## src/hw/rtl/rdnt_pkg.sv

```systemverilog
package rdnt_pkg;

  localparam int FRAC_BITS       = 16;
  localparam int COS_TABLE_DEPTH = 256;
  localparam int IDX_BITS        = $clog2(COS_TABLE_DEPTH);
  localparam int TAPER_W         = FRAC_BITS + 1;
  localparam int MAG_W           = 33;

  localparam logic [2:0] REG_LAYER_WIDTH = 3'd0;
  localparam logic [2:0] REG_MAX_COEF    = 3'd1;
  localparam logic [2:0] REG_REF_VEL_X   = 3'd2;
  localparam logic [2:0] REG_REF_VEL_Y   = 3'd3;
  localparam logic [2:0] REG_REF_VEL_Z   = 3'd4;
  localparam logic [2:0] REG_DIMENSIONS  = 3'd5;

  localparam logic [1:0] DIMS_TWO = 2'd2;

  localparam logic [63:0] PI_Q30  = 64'd3373259426;
  localparam logic [63:0] ONE_Q30 = 64'd1073741824;

  localparam int TAYLOR_DIV [12] = '{2, 12, 30, 56, 90, 132, 182, 240, 306, 380, 462, 552};

  typedef struct packed {
    logic [30:0]        wall_distance;
    logic [30:0]        node_volume;
    logic signed [31:0] vel_x;
    logic signed [31:0] vel_y;
    logic signed [31:0] vel_z;
  } node_t;

  typedef struct packed {
    logic [30:0]        diag_add;
    logic signed [31:0] force_x;
    logic signed [31:0] force_y;
    logic signed [31:0] force_z;
  } term_t;

  typedef struct packed {
    logic [30:0]        layer_width;
    logic [30:0]        max_coefficient;
    logic signed [31:0] ref_vel_x;
    logic signed [31:0] ref_vel_y;
    logic signed [31:0] ref_vel_z;
    logic [1:0]         dimensions;
  } cfg_t;

  // per-node data carried down the pipe
  typedef struct packed {
    logic                   in_layer;
    logic                   zero_z;
    logic [30:0]            node_volume;
    logic [2:0]             diff_neg;
    logic [2:0][MAG_W-1:0]  diff_mag;
  } flight_t;

  typedef logic [TAPER_W-1:0] taper_rom_t [COS_TABLE_DEPTH];

  function automatic logic signed [63:0] cos_q30(input logic [63:0] a);
    logic [63:0]        a2;
    logic [63:0]        mag;
    logic signed [63:0] sum;
    a2  = (a * a) >> 30;
    mag = ONE_Q30;
    sum = $signed(ONE_Q30);
    for (int n = 1; n <= 12; n++) begin
      mag = ((mag * a2) >> 30) / 64'(TAYLOR_DIV[n-1]);
      if (n % 2 == 1) sum = sum - $signed(mag);
      else sum = sum + $signed(mag);
    end
    if (sum > $signed(ONE_Q30)) sum = $signed(ONE_Q30);
    if (sum < -$signed(ONE_Q30)) sum = -$signed(ONE_Q30);
    return sum;
  endfunction

  function automatic taper_rom_t build_taper();
    taper_rom_t         rom;
    logic               flip;
    logic [63:0]        j;
    logic [63:0]        a;
    logic signed [63:0] cv;
    logic [63:0]        t30;
    logic [63:0]        e;
    for (int i = 0; i < COS_TABLE_DEPTH; i++) begin
      flip = (2 * i > COS_TABLE_DEPTH);
      j    = flip ? 64'(COS_TABLE_DEPTH - i) : 64'(i);
      a    = PI_Q30 * j / COS_TABLE_DEPTH;
      cv   = cos_q30(a);
      if (flip) cv = -cv;
      t30  = 64'($signed(ONE_Q30) + cv) >> 1;
      e    = (((t30 << 1) >> (30 - FRAC_BITS)) + 64'd1) >> 1;
      rom[i] = e[TAPER_W-1:0];
    end
    return rom;
  endfunction

  localparam taper_rom_t TAPER_ROM = build_taper();

endpackage

```

## src/hw/rtl/rdnt_front.sv

```systemverilog
module rdnt_front (
  input  logic              clk,
  input  logic              rst,
  input  logic              advance,
  input  logic              node_valid,
  input  rdnt_pkg::node_t   node,
  input  rdnt_pkg::cfg_t    cfg,
  output logic              fl_valid,
  output rdnt_pkg::flight_t fl,
  output logic [31:0]       rem
);
  import rdnt_pkg::*;

  flight_t            fl_next;
  logic signed [32:0] diff [3];
  logic signed [31:0] refv [3];
  logic signed [31:0] vel  [3];

  always_comb begin
    refv[0] = cfg.ref_vel_x;
    refv[1] = cfg.ref_vel_y;
    refv[2] = cfg.ref_vel_z;
    vel[0]  = node.vel_x;
    vel[1]  = node.vel_y;
    vel[2]  = node.vel_z;
    fl_next.in_layer    = (cfg.layer_width != '0) && (node.wall_distance < cfg.layer_width);
    fl_next.zero_z      = (cfg.dimensions == DIMS_TWO);
    fl_next.node_volume = node.node_volume;
    for (int k = 0; k < 3; k++) begin
      diff[k] = 33'(refv[k]) - 33'(vel[k]);
      fl_next.diff_neg[k] = diff[k][32];
      fl_next.diff_mag[k] = diff[k][32] ? MAG_W'(-diff[k]) : MAG_W'(diff[k]);
    end
  end

  always_ff @(posedge clk) begin
    if (rst) begin
      fl_valid <= 1'b0;
    end else if (advance) begin
      fl_valid <= node_valid;
    end
  end

  always_ff @(posedge clk) begin
    if (advance) begin
      fl  <= fl_next;
      rem <= {1'b0, node.wall_distance};
    end
  end

endmodule

```

## config.mk

```make
export PLATFORM = sky130hd
export DESIGN_NAME = rdnt_front
export DESIGN_NICKNAME = d
export VERILOG_FILES = /design/src/hw/rtl/rdnt_pkg.sv /design/src/hw/rtl/rdnt_front.sv
export SDC_FILE = /design/constraint.sdc
export NUM_CORES = 1
export LEC_CHECK = 0
export BUFFER_PORTS_ARGS = -buffer_cell sky130_fd_sc_hd__buf_2
export CAP_MARGIN = 20
export CORE_AREA = 2 2 192 194
export CTS_CLUSTER_SIZE = 28
export DETAILED_ROUTE_END_ITERATION = 12
export DIE_AREA = 0 0 194 196
export PLACE_DENSITY = 0.75
export SLEW_MARGIN = 20
export SYNTH_ARGS = -nofsm -noshare
export SYNTH_HDL_FRONTEND = slang
export SYNTH_SLANG_ARGS = --single-unit
```

## constraint.sdc

```tcl
create_clock -name clk -period 4.9 [get_ports clk]
set_clock_uncertainty 0.15 [all_clocks]
set_input_delay 0.735 -clock clk [delete_from_list [all_inputs] [get_ports clk]]
set_output_delay 0.735 -clock clk [all_outputs]
set_load 0.05 [all_outputs]
```

Yosys cells after proc, flatten, opt, wreduce, memory -nomap -nowiden
Index checks and enable logic that the tools add are counted.
{ "totals": {"latch_bits": 0, "wordCells": 25, "mem_count": 0, "romBits": 0, "out_inout_bits": 168, "inputBits": 322, "regBits": 167, "ramBits": 0} }
{ "op_classes": {"n_mul": 0, "n_eq_ne": 1, "reduce_logical": 2, "mux": 3, "shift": 0, "n_addsub": 6, "magnitude_cmp": 1, "n_bitwise": 0, "div_mod_pow": 0} }
{ "op_table": {"columns": ["cell", "count"], "rows": [
  ["negator 33 bit", 3],
  ["subtractor 32 x 32 -> 33 bit", 3],
  ["two-way mux 32 bit", 3],
  ["< comparator 31 bit", 1],
  ["nonzero test 31 bit", 1],
  ["== test 2 bit, second input constant", 1],
  ["logical AND 1 bit", 1]
]} }

Longest topological paths before layout
{ "logic_depth": {"ltp_word": 3, "mapped_depth": 15, "mapped_depth_nobuf": 14} }

Worst setup path after synthesis
Ideal clock, no wire load.
{ "synth_timing": {"kind": "input -> register", "startpoint": "in node[7] (netlist bit)", "endpoint": "reg fl[97] (netlist bit) (data pin)", "required_time_ps": 4486, "slack_ps": 630, "setup_time_ps": 264, "path_stages": 13, "path_buffers": 1, "arrival_time_ps": 3856, "cell_sequence": "inv_1 ha_1 buf_2 a2111oi_2 nor4_1 o21ai_1 nand2_1 a2111oi_1 mux2_2 or3_1 nor4_1 a31oi_1 xor2_1"} }
{ "synth_lines": {"columns": ["element", "line", "rtl"], "rows": [
  ["start: declaration", "rdnt_front.sv:6", "input rdnt_pkg::node_t node,"],
  ["end signal: assignment", "rdnt_front.sv:46", "fl <= fl_next;"],
  ["end: declaration", "rdnt_front.sv:9", "output rdnt_pkg::flight_t fl,"]
]} }

==> results by group <==
Placed design
  • Number of buffers added on ports: between 400 and 500
  • Placer Congestion: around 0.9
  • Placement Setup Slack: between 0.2 and 0.25 ns
  • Final HPWL DP: about 35000 um

Synthesis
  • Yosys reg bits: approximately 170
  • Synth Area per Inst: just over 9 sq um
  • Share of the synthesized area in the top cell type: roughly 36%
  • Count leader, synth: edfxtp_1
  • Synth cell types: 90
  • Seq/Total Area, Yosys: a little over a third
  • Post-synth top flop: edfxtp_1
  • Largest area contributor in the netlist: edfxtp_1
  • Synth warn: 0
  • Cell Area, Synth: roughly 14000 sq um
  • Async SR Flop Fraction: 0%
  • Mapped Nets: ~2000
  • Commonest cells in the synthesized netlist: 166 x edfxtp_1, 161 x inv_1, 129 x ha_1
  • Syn Inst Count: between 1500 and 2000
  • Post-synth EDFFs: about 170
  • Top post-synthesis cells by area: edfxtp_1 36%, ha_1 12%, xnor2_1 5.9%

Timing
  • Max-slew headroom: 39.19%
  • Fin crit share: 86.86%
  • RSZ-0062 raised after global routing: false
  • Final hold violations: 0
  • Pins over their slew limit: 0
  • Highest clock rate: 0.2350 GHz
  • Pin slew with the least headroom to its limit: a little over 0.9 ns
  • Setup Viol. Count Final: 0
  • Setup_tns: 0 ns
  • Tmin final: about 4.3 ns
  • Final worst setup slack: roughly 0.64 ns

Clock tree
  • Max Root-Sink Buffers: 2
  • CTS H-tree lvls: 4
  • Clock Sinks: 167
  • Count of hold-fix buffers inserted at cts: 0
  • CTS resizes: 0
  • CTS root buf: clkbuf_16
  • CTS buffer count: 17
  • Clock Pin Slew Worst Setup and Hold Paths: 0.07 ns
  • Skew-Pair Late Insertion Delay: approximately 0.42 ns
  • Buffer count from post-CTS setup fixing: 0
  • Clock tree from TritonCTS: built

Power
  • Sequential Power Share: between 30 and 40%
  • Clk network pwr share: 22.4%
  • Psw: 0.002603 W
  • Sw Share: between 40% and 50%
  • P_leak: about 7.9 nW
  • Internal: 0.003428 W
  • Comb pwr share: 45.2%
  • Pwr Total: a little over 0.006 W
  • Worst VDD drop: 0.2902 mV
  • Pwr dens: around 350 nW/um^2

Critical path
  • Startpoint types: primary input
  • Critical path buffers and inverters: 4
  • Crit path DAT: between 4 and 5 ns
  • Req. time, crit path: ~5 ns
  • Cell mode on critical path: buf_4
  • Crit-path max cell delay: about 0.5 ns
  • Worst Path Max Fanout: 4
  • Critical-path cell with the highest stage delay: a2111oi_1
  • Worst path top cell family by delay: compound AO/OA/AOI/OAI gates
  • Crit path kind: primary input to flip-flop
  • CP Cell Sequence: buf_2, inv_1, ha_1, fa_1, nor2b_1, o31a_1, o21ai_1, nand2_1, a2111oi_1, buf_4, mux2_2, or3_1, nor4_1, buf_4, a31oi_1, xor2_1
  • CP endpoint kind: flip-flop

Status
  • Status: finished, final reports clean

Global route
  • First-pass GRT wire length: roughly 66000 um
  • Total track usage: a little over a fifth
  • Pin count of the biggest net entering global routing: 94
  • Number of global-route vias before repair: between 10000 and 15000
  • Initial antenna violation count: 4
  • Grt total ovfl: 0

Routing
  • Vias: roughly 13000
  • DRC violations left: 0
  • Initial drt markers: around 770
  • Drt pass-1 iters: 5
  • Vias per cell: 5.317
  • Drt wl/cell: between 15 and 20 um
  • Detailed Route WL: between 40000 and 50000 um
  • Routed Antenna Nets: 0

Finish
  • Share of cells above drive strength 1: 27.07%
  • FILL cells: ~3500
  • Syn-to-layout area delta: 24.11%
  • Multi-input gate area: about 8200 sq um
  • Reg area: between 5000 and 6000 sq um
  • Final core utilization: a little under 50%
  • Total Nets Final: between 2000 and 2500

Floorplanning
  • Full die area: between 30000 and 40000 sq um
  • Die Span X: a little under 200 um
  • Num rows: 70
  • IO Count: around 500
  • Die Height: about 200 um
  • Core Footprint: approximately 36000 sq um
  • Initial Utilization: 38.83%

Run
  • Max cap viols: 0

Worst hold path
  • Worst min-delay path class: primary input to flip-flop
## power by group through the flow
| stage | sequential (W) | clock (W) | combinational (W) |
|---|---|---|---|
| after floorplan | 0.00281 | 0 | 0.00115 |
| after global placement | 0.00198 | 0 | 0.00268 |
| after detailed placement | 0.00199 | 0 | 0.00272 |
| after CTS | 0.00196 | 0.00139 | 0.00273 |
| after global routing | 0.00198 | 0.00144 | 0.00292 |
| final | 0.00196 | 0.00135 | 0.00272 |
## worst paths after layout
| kind | start | end | slack, ns | depth (start not counted) |
|---|---|---|---|---|
| worst min-delay path | rst | fl_valid | 0.31 | 2 |
| worst min register to register | fl_valid | fl_valid | 0.35 | 2 |
| worst max register to register | fl_valid | fl_valid | 4.18 | 2 |
| worst max-delay path | cfg[2] | fl[97] | 0.64 | 16 |
## flip-flops by register name, summed over array words and instances, names as in the netlist
register  cells
fl          135
fl_valid      1
rem          31
## routing by layer
layer	wire, um	global-route usage (%)
met4	1073	7.716
met2	20190	36.75
met3	2570	3.662
met1	18160	27.40
met5	0	0
## kinds of logic (layout without fill, tap and decap cells)
logic type	count (synthesis)	after routing	share of synthesized area (%)
compound gates	438	438	20.45
simple gates	428	428	15.87
buf+inv	206	662	5.634
flops	167	167	35.71
xor+xnor	157	157	9.920
fa+ha+maj	132	132	11.95
mux	6	6	0.4375
other cells	1	5	0.02676
## final cells by class
cell class              count  share of cell area [%]
multi-input cells        1162                   47.26
flip-flops and latches    167                   28.78
repair buffers            468                   13.66
inverters                 162                   3.496
well taps                 468                   3.367
clock buffers              17                   2.446
clock inverters            15                  0.9353
diodes                      4                 0.05755
## cells in the final DEF (no fill, tap or decap), drive strengths merged, types with 10 or more instances in the layout
cell type	netlist	final
buf	10	468
inv	162	170
edfxtp	166	166
ha	129	129
a21oi	128	128
nand2	119	119
o21ai	106	106
nor2	96	96
xnor2	95	95
xor2	62	62
nor3	41	41
a21o	39	39
nand4	30	30
o21a	21	21
or3	20	20
nor2b	19	19
nand3	19	19
a31oi	17	17
clkbuf	34	17
and3	16	16
o31ai	16	16
o21bai	15	15
a211oi	14	14
o211ai	13	13
nor4	13	13
and2	10	10
## stage by stage
stage | instances | hold WS (ns) | area [sq um]
floorplan | 1535 | 0.5826 | 14010
global placement | 2427 | 0.3237 | 16790
detailed placement | 2427 | 0.3329 | 16790
CTS | 2459 | 0.2780 | 17380
global route | 2461 | 0.2957 | 17390
finish | 2463 | 0.3090 | 17390
No activity file was read; power rests on OpenSTA's default activity.
