## src/hw/rtl/rdnt_pkg.sv

```systemverilog
package rdnt_pkg;

  localparam int FRAC_BITS       = 16;
  localparam int COS_TABLE_DEPTH = 256;
  localparam int IDX_BITS        = $clog2(COS_TABLE_DEPTH);
  localparam int TAPER_W         = FRAC_BITS + 1;
  localparam int MAG_W           = 33;

  localparam logic [2:0] REG_LAYER_WIDTH = 3'd0;
  localparam logic [2:0] REG_MAX_COEF    = 3'd1;
  localparam logic [2:0] REG_REF_VEL_X   = 3'd2;
  localparam logic [2:0] REG_REF_VEL_Y   = 3'd3;
  localparam logic [2:0] REG_REF_VEL_Z   = 3'd4;
  localparam logic [2:0] REG_DIMENSIONS  = 3'd5;

  localparam logic [1:0] DIMS_TWO = 2'd2;

  localparam logic [63:0] PI_Q30  = 64'd3373259426;
  localparam logic [63:0] ONE_Q30 = 64'd1073741824;

  localparam int TAYLOR_DIV [12] = '{2, 12, 30, 56, 90, 132, 182, 240, 306, 380, 462, 552};

  typedef struct packed {
    logic [30:0]        wall_distance;
    logic [30:0]        node_volume;
    logic signed [31:0] vel_x;
    logic signed [31:0] vel_y;
    logic signed [31:0] vel_z;
  } node_t;

  typedef struct packed {
    logic [30:0]        diag_add;
    logic signed [31:0] force_x;
    logic signed [31:0] force_y;
    logic signed [31:0] force_z;
  } term_t;

  typedef struct packed {
    logic [30:0]        layer_width;
    logic [30:0]        max_coefficient;
    logic signed [31:0] ref_vel_x;
    logic signed [31:0] ref_vel_y;
    logic signed [31:0] ref_vel_z;
    logic [1:0]         dimensions;
  } cfg_t;

  // per-node data carried down the pipe
  typedef struct packed {
    logic                   in_layer;
    logic                   zero_z;
    logic [30:0]            node_volume;
    logic [2:0]             diff_neg;
    logic [2:0][MAG_W-1:0]  diff_mag;
  } flight_t;

  typedef logic [TAPER_W-1:0] taper_rom_t [COS_TABLE_DEPTH];

  function automatic logic signed [63:0] cos_q30(input logic [63:0] a);
    logic [63:0]        a2;
    logic [63:0]        mag;
    logic signed [63:0] sum;
    a2  = (a * a) >> 30;
    mag = ONE_Q30;
    sum = $signed(ONE_Q30);
    for (int n = 1; n <= 12; n++) begin
      mag = ((mag * a2) >> 30) / 64'(TAYLOR_DIV[n-1]);
      if (n % 2 == 1) sum = sum - $signed(mag);
      else sum = sum + $signed(mag);
    end
    if (sum > $signed(ONE_Q30)) sum = $signed(ONE_Q30);
    if (sum < -$signed(ONE_Q30)) sum = -$signed(ONE_Q30);
    return sum;
  endfunction

  function automatic taper_rom_t build_taper();
    taper_rom_t         rom;
    logic               flip;
    logic [63:0]        j;
    logic [63:0]        a;
    logic signed [63:0] cv;
    logic [63:0]        t30;
    logic [63:0]        e;
    for (int i = 0; i < COS_TABLE_DEPTH; i++) begin
      flip = (2 * i > COS_TABLE_DEPTH);
      j    = flip ? 64'(COS_TABLE_DEPTH - i) : 64'(i);
      a    = PI_Q30 * j / COS_TABLE_DEPTH;
      cv   = cos_q30(a);
      if (flip) cv = -cv;
      t30  = 64'($signed(ONE_Q30) + cv) >> 1;
      e    = (((t30 << 1) >> (30 - FRAC_BITS)) + 64'd1) >> 1;
      rom[i] = e[TAPER_W-1:0];
    end
    return rom;
  endfunction

  localparam taper_rom_t TAPER_ROM = build_taper();

endpackage

```

## src/hw/rtl/rdnt_div.sv

```systemverilog
module rdnt_div (
  input  logic                          clk,
  input  logic                          rst,
  input  logic                          advance,
  input  logic [30:0]                   layer_width,
  input  logic                          in_valid,
  input  rdnt_pkg::flight_t             in_fl,
  input  logic [31:0]                   in_rem,
  output logic                          out_valid,
  output rdnt_pkg::flight_t             out_fl,
  output logic [rdnt_pkg::IDX_BITS-1:0] out_idx
);
  import rdnt_pkg::*;

  // one restoring quotient bit per stage: idx = distance * depth / width
  logic                v_q   [IDX_BITS];
  flight_t             fl_q  [IDX_BITS];
  logic [31:0]         rem_q [IDX_BITS];
  logic [IDX_BITS-1:0] quo_q [IDX_BITS];

  for (genvar k = 0; k < IDX_BITS; k++) begin : g_step
    logic                v_in;
    flight_t             fl_in;
    logic [31:0]         rem_in;
    logic [IDX_BITS-1:0] quo_in;
    logic [32:0]         shifted;
    logic                take;

    if (k == 0) begin : g_first
      assign v_in   = in_valid;
      assign fl_in  = in_fl;
      assign rem_in = in_rem;
      assign quo_in = '0;
    end else begin : g_rest
      assign v_in   = v_q[k-1];
      assign fl_in  = fl_q[k-1];
      assign rem_in = rem_q[k-1];
      assign quo_in = quo_q[k-1];
    end

    assign shifted = {rem_in, 1'b0};
    assign take    = shifted >= {2'b00, layer_width};

    always_ff @(posedge clk) begin
      if (rst) begin
        v_q[k] <= 1'b0;
      end else if (advance) begin
        v_q[k] <= v_in;
      end
    end

    always_ff @(posedge clk) begin
      if (advance) begin
        fl_q[k]  <= fl_in;
        rem_q[k] <= take ? 32'(shifted - {2'b00, layer_width}) : shifted[31:0];
        quo_q[k] <= {quo_in[IDX_BITS-2:0], take};
      end
    end
  end

  assign out_valid = v_q[IDX_BITS-1];
  assign out_fl    = fl_q[IDX_BITS-1];
  assign out_idx   = quo_q[IDX_BITS-1];

endmodule

```

## config.mk

```make
export PLATFORM = sky130hd
export DESIGN_NAME = rdnt_div
export DESIGN_NICKNAME = d
export VERILOG_FILES = /design/src/hw/rtl/rdnt_pkg.sv /design/src/hw/rtl/rdnt_div.sv
export SDC_FILE = /design/constraint.sdc
export NUM_CORES = 1
export LEC_CHECK = 0
export ABC_AREA = 1
export BUFFER_PORTS_ARGS = -buffer_cell sky130_fd_sc_hd__buf_2
export CAP_MARGIN = 20
export CORE_MARGIN = 2
export CORE_UTILIZATION = 53
export DETAILED_ROUTE_END_ITERATION = 10
export GPL_TIMING_DRIVEN = 0
export PLACE_DENSITY = 0.71
export SETUP_SLACK_MARGIN = 0.02
export SYNTH_ARGS = -nofsm -noshare
export SYNTH_HDL_FRONTEND = slang
export SYNTH_SLANG_ARGS = --single-unit
```

## constraint.sdc

```tcl
create_clock -name clk -period 2.8 [get_ports clk]
set_input_delay 0.28 -clock clk [delete_from_list [all_inputs] [get_ports clk]]
set_output_delay 0.28 -clock clk [all_outputs]
set_load 0.02 [all_outputs]
```

### Word level (Yosys, flattened, before mapping)

Memories as Yosys holds them, arrays and structs flattened.
Cells that the tools add are included.

| storage, ports and cells | value |
|---|---|
| memories kept | 4 |
| memory bits (writable) | 1,408 |
| input port bits | 202 |
| flip-flop bits (word level) | 0 |
| logic and storage cells | 50 |
| output and inout bits | 144 |

Memory list:

| memory | depth | width | rd ports | clocked after Yosys merged registers in | write ports | RTL line | source |
|---|---|---|---|---|---|---|---|
| fl_q | 8 | 135 | 8 | 0 | 8 | rdnt_div.sv:17 | `flight_t fl_q [IDX_BITS];` |
| rem_q | 8 | 32 | 7 | 0 | 8 | rdnt_div.sv:18 | `logic [31:0] rem_q [IDX_BITS];` |
| quo_q | 8 | 8 | 8 | 0 | 8 | rdnt_div.sv:19 | `logic [IDX_BITS-1:0] quo_q [IDX_BITS];` |
| v_q | 8 | 1 | 8 | 0 | 8 | rdnt_div.sv:16 | `logic v_q [IDX_BITS];` |

| cells by class | value |
|---|---|
| mux-type cells | 22 |
| $lt $le $gt $ge | 8 |
| bitwise logic cells | 8 |
| add/subtract/negate cells | 8 |

Operators with widths:

| operator | count |
|---|---|
| $ge A33 B31 Y1 | 8 |
| $mux W32 | 8 |
| $sub A32 B31 Y32 | 8 |
| $mux W1 | 14 |
| $or A1 B1 Y1 | 8 |

### Depth between registers and ports, before layout

Gate-level depths: netlist of run 1.

| depth | value |
|---|---|
| depth after elaboration | 4 |
| mapped depth | 17 |

### Least setup slack after synthesis of run 1

No wires, ideal clock.

| timing path | value |
|---|---|
| kind | input -> register |
| start | input port layer_width[2] |
| end | memory rem_q[5][25] (data pin) |
| required time | 2.547 ns |
| setup time | 0.253 ns |
| arrival | 1.750 ns |
| stages | 16 |
| setup slack | 0.797 ns |
| cell sequence | inv_1 > ha_1 > buf_2 > nand2_1 > nand2_1 > nand2_1 > nand2_1 > nand2_1 > nand3_2 > nand2_2 > nand2_1 > nand2_2 > nand2_8 > buf_6 > nand3_1 > nand2_1 |

RTL lines:

| element | RTL line | source |
|---|---|---|
| start: declaration | rdnt_div.sv:5 | `input logic [30:0] layer_width,` |
| end: declaration | rdnt_div.sv:18 |  |

==> flow_metrics.py, run 1 <==
metrics = {
    "yosys": {
        "synth_seq_cells": 1348,
        "syn_nets": 6355,
        "syn_inst": 5899,
        "synth_edf_count": 1348,
        "avgSynthCellArea_um2": 10.6,
        "ys_seq_area_share_pct": 64.8,
        "ys.flop_type": "edfxtp_1",
        "syn_area_um2": 62500,
        "ys_warn_count": 0,
        "async_flop_share_pct": 0,
        "synth_cell_type_count": 38,
    },
    "power_and_ir_drop": {
        "clockPowerShare_pct": 27.7,
        "seq_power_share_pct": 42.9,
        "power.net_switching_w": 0.0211,
        "sw_frac_of_total_pct": 33.8,
        "fin_total_pwr_w": 0.0625,
        "p_comb_share_pct": 29.4,
        "p_leak_nw": 33.0,
        "p_per_area_nw_per_um2": 858,
        "p_int_w": 0.0414,
        "vdd_drop_max_mv": 0.709,
    },
    "sta": {
        "maxSlewHeadroom_pct": 19.4,
        "setup_viol": 0,
        "fin_worst_skew_ns": 0.0395,
        "fmax_mhz": 368,
        "maxSlewViolCount": 0,
        "rsz0062_at_grt": "yes",
        "hold_violations": 0,
        "setup_ws_ns": 0.0848,
        "tightest_slew_ns": 1.21,
        "fin_crit_sh_pct": 97.0,
        "tns_ns": 0,
        "min_period_ns": 2.72,
    },
    "critical_path": {
        "r2r-start": "rem_q[1][19]",
        "cpPeakStageDelay_ns": 0.85,
        "path_max_fanout": 10,
        "slowest_stage": "inv_1",
        "required_ns": 3.25,
        "cp-start-kind": "input pin",
        "startpoint": "layer_width[24]",
        "ff2ff_setup_slack_ns": 0.14,
        "critPathBufInv": 4,
        "end_kind": "register",
        "crit_arrival_ns": 3.17,
        "timing.rr.end": "rem_q[2][30]",
        "crit_family": "simple AND/OR/NAND/NOR gates",
        "critPathMostFrequentCell": "nand2_1",
        "worstPathCellList": "buf_2 -> inv_1 -> ha_1 -> nand2_1 -> nor2_1 -> nand2_1 -> nor2_1 -> nand2_1 -> nand3_1 -> nor2_1 -> nand2_4 -> inv_2 -> buf_6 -> nand2_1 -> nand2_1",
        "crit_type": "in -> reg",
        "reg2reg_depth": 13,
    },
    "die": {
        "io_pins": 346,
        "die_y_um": 347,
        "start_util_pct": 53.7,
        "die_w_um": 347,
        "rows": 125,
        "core-area_um2": 117000,
        "die-area_um2": 121000,
    },
    "hold_path": {
        "hold_depth": 2,
        "hold_class": "in -> reg",
        "hp-start": "advance",
        "whs_endpoint": "v_q[1][3]",
    },
    "flow_run": {
        "timing.max_cap.violations": 0,
    },
    "route": {
        "drcViolationCount": 0,
        "drtPass1Iterations": 6,
        "totalWireLength_um": 150000,
        "wl_met3_um": 7750,
        "met2WireLength_um": 71600,
        "viasPerCell": 5.01,
        "vias": 41100,
        "ant_nets": 0,
        "wl_met1_um": 64200,
        "dr.max_layer_used": "met4",
        "dr.first_iter.drc_count": 3264,
        "post_drt_wl_per_cell_um": 18.3,
    },
    "global_routing": {
        "grtUsageTotal_pct": 24.8,
        "grt_pass1_wl_um": 226000,
        "grt_overflow": 0,
        "grt_start_max_net_pins": 186,
        "grt_pass1_vias": 39600,
        "antenna_found_initial": 3,
    },
    "clocking": {
        "cts_setup_buffers": 0,
        "clock-root-buffer": "clkbuf_16",
        "cts_tree": "yes",
        "insertion_delay_ns": 0.75,
        "cts_buffers": 137,
        "cts.sinks": 1348,
        "path_clk_slew_ns": 0.06,
        "h-tree-depth": 4,
        "clk_path_buf_depth": 3,
    },
    "place": {
        "dp_slack_ns": -1.61,
        "portBuffers": 345,
        "routabilityCongestion": 0.936,
        "hpwl_um": 107000,
        "dpl_cell_area_um2": 66600,
    },
    "finish": {
        "nets": 7033,
        "area_delta_synth_final_pct": 16.6,
        "fill_cells": 9332,
        "fin_area_um2": 72900,
        "drive_gt1_share_pct": 12.3,
    },
    "status": {
        "status": "finished clean",
    },
}
timing repair:
action,in CTS,in global routing
setup endpoints to repair,356,55
cloned,4,0
resized for setup,0,8
hold buffers,172,0
pin swaps,0,1
endpoints found under the hold margin,178,0
worst max path at each step:
stage	to	slack, ns	cells after the start
floorplan	rem_q[5][25]	0.80	16
global placement	v_q[1][3]	-22.49	3
detailed placement	fl_q[1][31]	-1.61	6
CTS	rem_q[2][30]	0.1	13
global route	rem_q[2][30]	0.01	13
finish	rem_q[0][15]	0.08	15
cell usage after synthesis, types with 2 or more instances:
master	instances	area, um^2
nand2_2	12	75.1
nand3_2	17	170
fa_1	7	140
inv_2	7	26.3
nor3_1	36	180
o211ai_1	3	22.5
and3_1	11	68.8
nor3b_1	2	15.0
o21bai_1	4	30.0
ha_1	247	3090
edfxtp_1	1348	40500
o21ai_0	19	95.1
nand3b_1	69	518
nor2_2	24	150
a21oi_2	5	43.8
or2_2	4	25.0
buf_2	14	70.1
nand2_1	2154	8090
nand2_4	7	78.8
buf_6	26	293
nand4_1	17	106
buf_4	146	1100
a21oi_1	149	746
nand3_1	296	1480
a21o_1	4	30.0
xnor2_1	7	61.3
inv_1	875	3280
nor2_1	261	980
and2_1	25	156
nor4_1	5	31.3
xor2_1	91	797
metrics by stage:
step           util, %  hold slack (ns)  instances
2_1_floorplan        -            0.379       5899
3_3_place_gp      56.8            0.400       7768
3_5_place_dp      57.2            0.405       7785
4_1_cts           62.5           0.0374       8198
5_1_grt           62.6           0.0825       8200
6_report          62.6           0.0888       8200
state kept, by name, indices dropped and copies added, names as in the netlist:
register	cells
fl_q	1080
rem_q	224
quo_q	36
v_q	8
metal layers:
metal  vias to the layer above  global-route usage, %
li1                      20500                      -
met1                     19100                   32.9
met2                      1177                   41.8
met3                       315                   2.83
met4                         0                   10.5
met5                         -                      0
kinds of logic after synthesis:
group | Yosys count | synth area share (%)
flip-flops | 1348 | 64.8
adder cells (fa/ha/maj) | 254 | 5.17
AO/OA/AOI/OAI | 186 | 1.57
buffers and inverters | 1070 | 7.66
AND/OR/NAND/NOR | 2943 | 19.5
XOR/XNOR | 98 | 1.37
layout make-up:
cell class | count | area, um^2 | area share [%]
plain buffers | 187 | 1470 | 2.02
repair buffers | 539 | 4090 | 5.62
multi-input cells | 3481 | 17300 | 23.7
flip-flops and latches | 1348 | 40500 | 55.5
clock inverters | 63 | 762 | 1.05
diodes | 1 | 2.50 | 0.00343
well taps | 1524 | 1910 | 2.62
inverters | 883 | 3320 | 4.56
clock buffers | 174 | 3590 | 4.92
cells in the final DEF (no fill, tap or decap), types with 4 or more instances in the layout:
master and count:
dlygate4sd3_1 171, fa_1 7, buf_16 18, bufbuf_16 4, nor4_1 5, a21o_1 4, inv_1 874, buf_6 26
nor2_1 257, xnor2_1 7, nand4_1 17, nor3_1 36, a21oi_1 149, clkinv_2 10, inv_2 7, o21bai_1 4
nand3_1 296, nand2_4 7, nand2_1 2153, o21ai_0 19, nand3_2 17, nand3b_1 69, and3_1 11, buf_4 146
clkbuf_1 36, a21oi_2 5, clkinv_16 11, and2_1 25, or2_2 4, nor2_2 27, clkbuf_16 138, bufinv_16 5
nand2_2 13, xor2_1 91, clkinvlp_4 6, edfxtp_1 1348, clkinv_1 24, ha_1 246, buf_2 358
power by group through the flow:
stage | Sequential [W] | Combinational [W] | Clock, W
after floorplan | 0.0265 | 0.0126 | 0
after global placement | 0.0279 | 0.0176 | 0
after detailed placement | 0.0272 | 0.0179 | 0
after CTS | 0.0268 | 0.0182 | 0.0178
after global routing | 0.0270 | 0.0207 | 0.0186
final | 0.0268 | 0.0184 | 0.0173
Power figures use the tool's default switching activity.
==> inputs of run 2 (changes only) <==
Settings changed: RECOVER_POWER set to 100, REMOVE_ABC_BUFFERS set to 1.
==> run 2 against run 1 <==
The run now ends with capacitance limit, slew limit left. Clock-buffer cell count shrank 7. Design area shrank 1.8%. Critical path type unchanged. Register-to-register slack worse by 0.06 ns.
==> flow_metrics.py, run 2 (same netlist as run 1, synthesis figures left out) <==
metrics = {
    "critical_path": {
        "crit_arrival_ns": 3.31,
        "cp-start-kind": "input pin",
        "critPathMostFrequentCell": "nand2_1",
        "critPathBufInv": 4,
        "ff2ff_setup_slack_ns": 0.08,
        "slowest_stage": "ha_1",
        "crit_type": "in -> reg",
        "end_kind": "register",
        "required_ns": 3.36,
        "path_max_fanout": 33,
        "cpPeakStageDelay_ns": 0.44,
        "timing.rr.end": "rem_q[4][30]",
        "worstPathCellList": "buf_2 -> clkinvlp_4 -> buf_16 -> ha_1 -> a21oi_1 -> nor3b_1 -> nand3_1 -> nor2_1 -> nand2_4 -> inv_8 -> nand2_1 -> nand2_1",
        "r2r-start": "rem_q[3][22]",
        "reg2reg_depth": 11,
        "crit_family": "buffers and inverters",
        "worst-path-stages": 12,
        "endpoint": "rem_q[0][27]",
        "startpoint": "layer_width[30]",
    },
    "finish": {
        "final_core_util_pct": 61.4,
        "largest_register_ffs": 1080,
        "fin_cells": 8044,
        "diodes": 0,
        "fin_area_um2": 71500,
        "nets": 6871,
        "drive_gt1_share_pct": 7.96,
        "area_delta_synth_final_pct": 14.4,
        "fill_cells": 9486,
        "final_common_cell": "nand2_1",
        "largest_register": "fl_q",
        "top_regs": "fl_q x1080, rem_q x224, quo_q x36",
        "final_cell_mix": "nand2_1, edfxtp_1, inv_1, nand3_1, nor2_1",
    },
    "die": {
        "die_w_um": 347,
        "die-area_um2": 121000,
        "io_pins": 346,
        "core-area_um2": 117000,
        "die_y_um": 347,
        "start_util_pct": 53.7,
        "rows": 125,
    },
    "place": {
        "dpl_cell_area_um2": 65100,
        "routabilityCongestion": 0.923,
        "portBuffers": 345,
        "hpwl_um": 99700,
        "dp.cells": 7596,
    },
    "power_and_ir_drop": {
        "sw_frac_of_total_pct": 33.7,
        "p_leak_nw": 31.7,
        "p_per_area_nw_per_um2": 874,
        "seq_power_share_pct": 42.8,
        "vdd_drop_max_mv": 0.608,
        "p_int_w": 0.0414,
        "fin_total_pwr_w": 0.0625,
        "p_comb_share_pct": 28.9,
        "power.net_switching_w": 0.0211,
        "clockPowerShare_pct": 28.4,
    },
    "route": {
        "vias": 40800,
        "dr.max_layer_used": "met5",
        "viasPerCell": 5.07,
        "dr.first_iter.drc_count": 3357,
        "post_drt_wl_per_cell_um": 18.2,
        "ant_nets": 0,
        "wl_met3_um": 8690,
        "drtPass1Iterations": 7,
        "met2WireLength_um": 69000,
        "totalWireLength_um": 146000,
        "drcViolationCount": 0,
        "wl_met1_um": 62800,
    },
    "clocking": {
        "cts_buffers": 138,
        "path_clk_slew_ns": 0.06,
        "clk_path_buf_depth": 3,
        "h-tree-depth": 4,
        "cts.sinks": 1348,
        "cts_tree": "yes",
        "clock-root-buffer": "clkbuf_16",
        "insertion_delay_ns": 0.75,
    },
    "sta": {
        "min_period_ns": 2.75,
        "maxSlewViolCount": 91,
        "setup_viol": 0,
        "hold_violations": 0,
        "fin_worst_skew_ns": 0.0646,
        "rsz0062_at_grt": "yes",
        "fmax_mhz": 364,
        "tightest_slew_ns": 2.09,
        "maxSlewHeadroom_pct": -39.6,
        "fin_crit_sh_pct": 98.1,
    },
    "global_routing": {
        "grt_pass1_wl_um": 220000,
        "grtUsageTotal_pct": 23.9,
        "grt_overflow": 0,
        "grt_start_max_net_pins": 185,
        "antenna_found_initial": 6,
        "grt_pass1_vias": 38700,
    },
    "status": {
        "violations": "capacitance limit, slew limit",
        "status": "finished, violations left",
    },
    "flow_run": {
        "timing.max_cap.violations": 1,
    },
    "hold_path": {
        "hold_class": "in -> reg",
    },
}
run 2: power groups by stage:
stage               logic [W]  registers (W)  clock network (W)
floorplan              0.0120         0.0266                  0
global placement       0.0169         0.0278                  0
detailed placement     0.0172         0.0271                  0
CTS                    0.0177         0.0267             0.0182
global route           0.0203         0.0269             0.0190
finish                 0.0180         0.0267             0.0177
run 2: timing repair:
action / in CTS / in global routing
buffers inserted: 9 / 9
setup endpoints to repair: 391 / 209
hold buffers: 171 / 0
gates resized for setup: 19 / 37
endpoints found under the hold margin: 181 / 0
gates cloned: 7 / 6
pin swaps: 3 / 10
run 2: metrics by stage:
step / hold slack [ns] / setup slack [ns] / setup TNS (ns)
global placement: 0.400 / -23.09 / -
finish: 0.0229 / 0.0530 / 0
detailed placement: 0.405 / -1.45 / -797.65
floorplan: 0.379 / 0.148 / 0
global route: 0.00874 / 0.000924 / 0
CTS: 0.000226 / 0.0244 / 0
run 2: layout make-up:
type	instances	area, um^2	area share, %
clock inverters	78	885	1.24
repair buffers	554	3860	5.40
flip-flops and latches	1348	40500	56.6
well taps	1524	1910	2.67
clock buffers	167	3560	4.98
multi-input cells	3490	17500	24.4
inverters	883	3370	4.71
run 2: worst min-delay path by stage:
stage                 startpoint            to  slack [ns]  depth (start not counted)
detailed placement    fl_q[0][7]  fl_q[0][142]        0.40                          0
global route             advance   fl_q[1][86]       0.009                          1
CTS                      advance   fl_q[1][86]      0.0002                          1
floorplan               in_fl[0]    fl_q[0][0]        0.38                          0
global placement    fl_q[0][477]   fl_q[1][72]        0.40                          0
finish                   advance   fl_q[1][86]        0.02                          1
run 2: metal layers:
layer	GRT usage [%]	vias to the layer above
met5	0	-
met1	31.7	19100
met2	39.4	1183
li1	-	20200
met4	9.93	10
met3	4.02	288
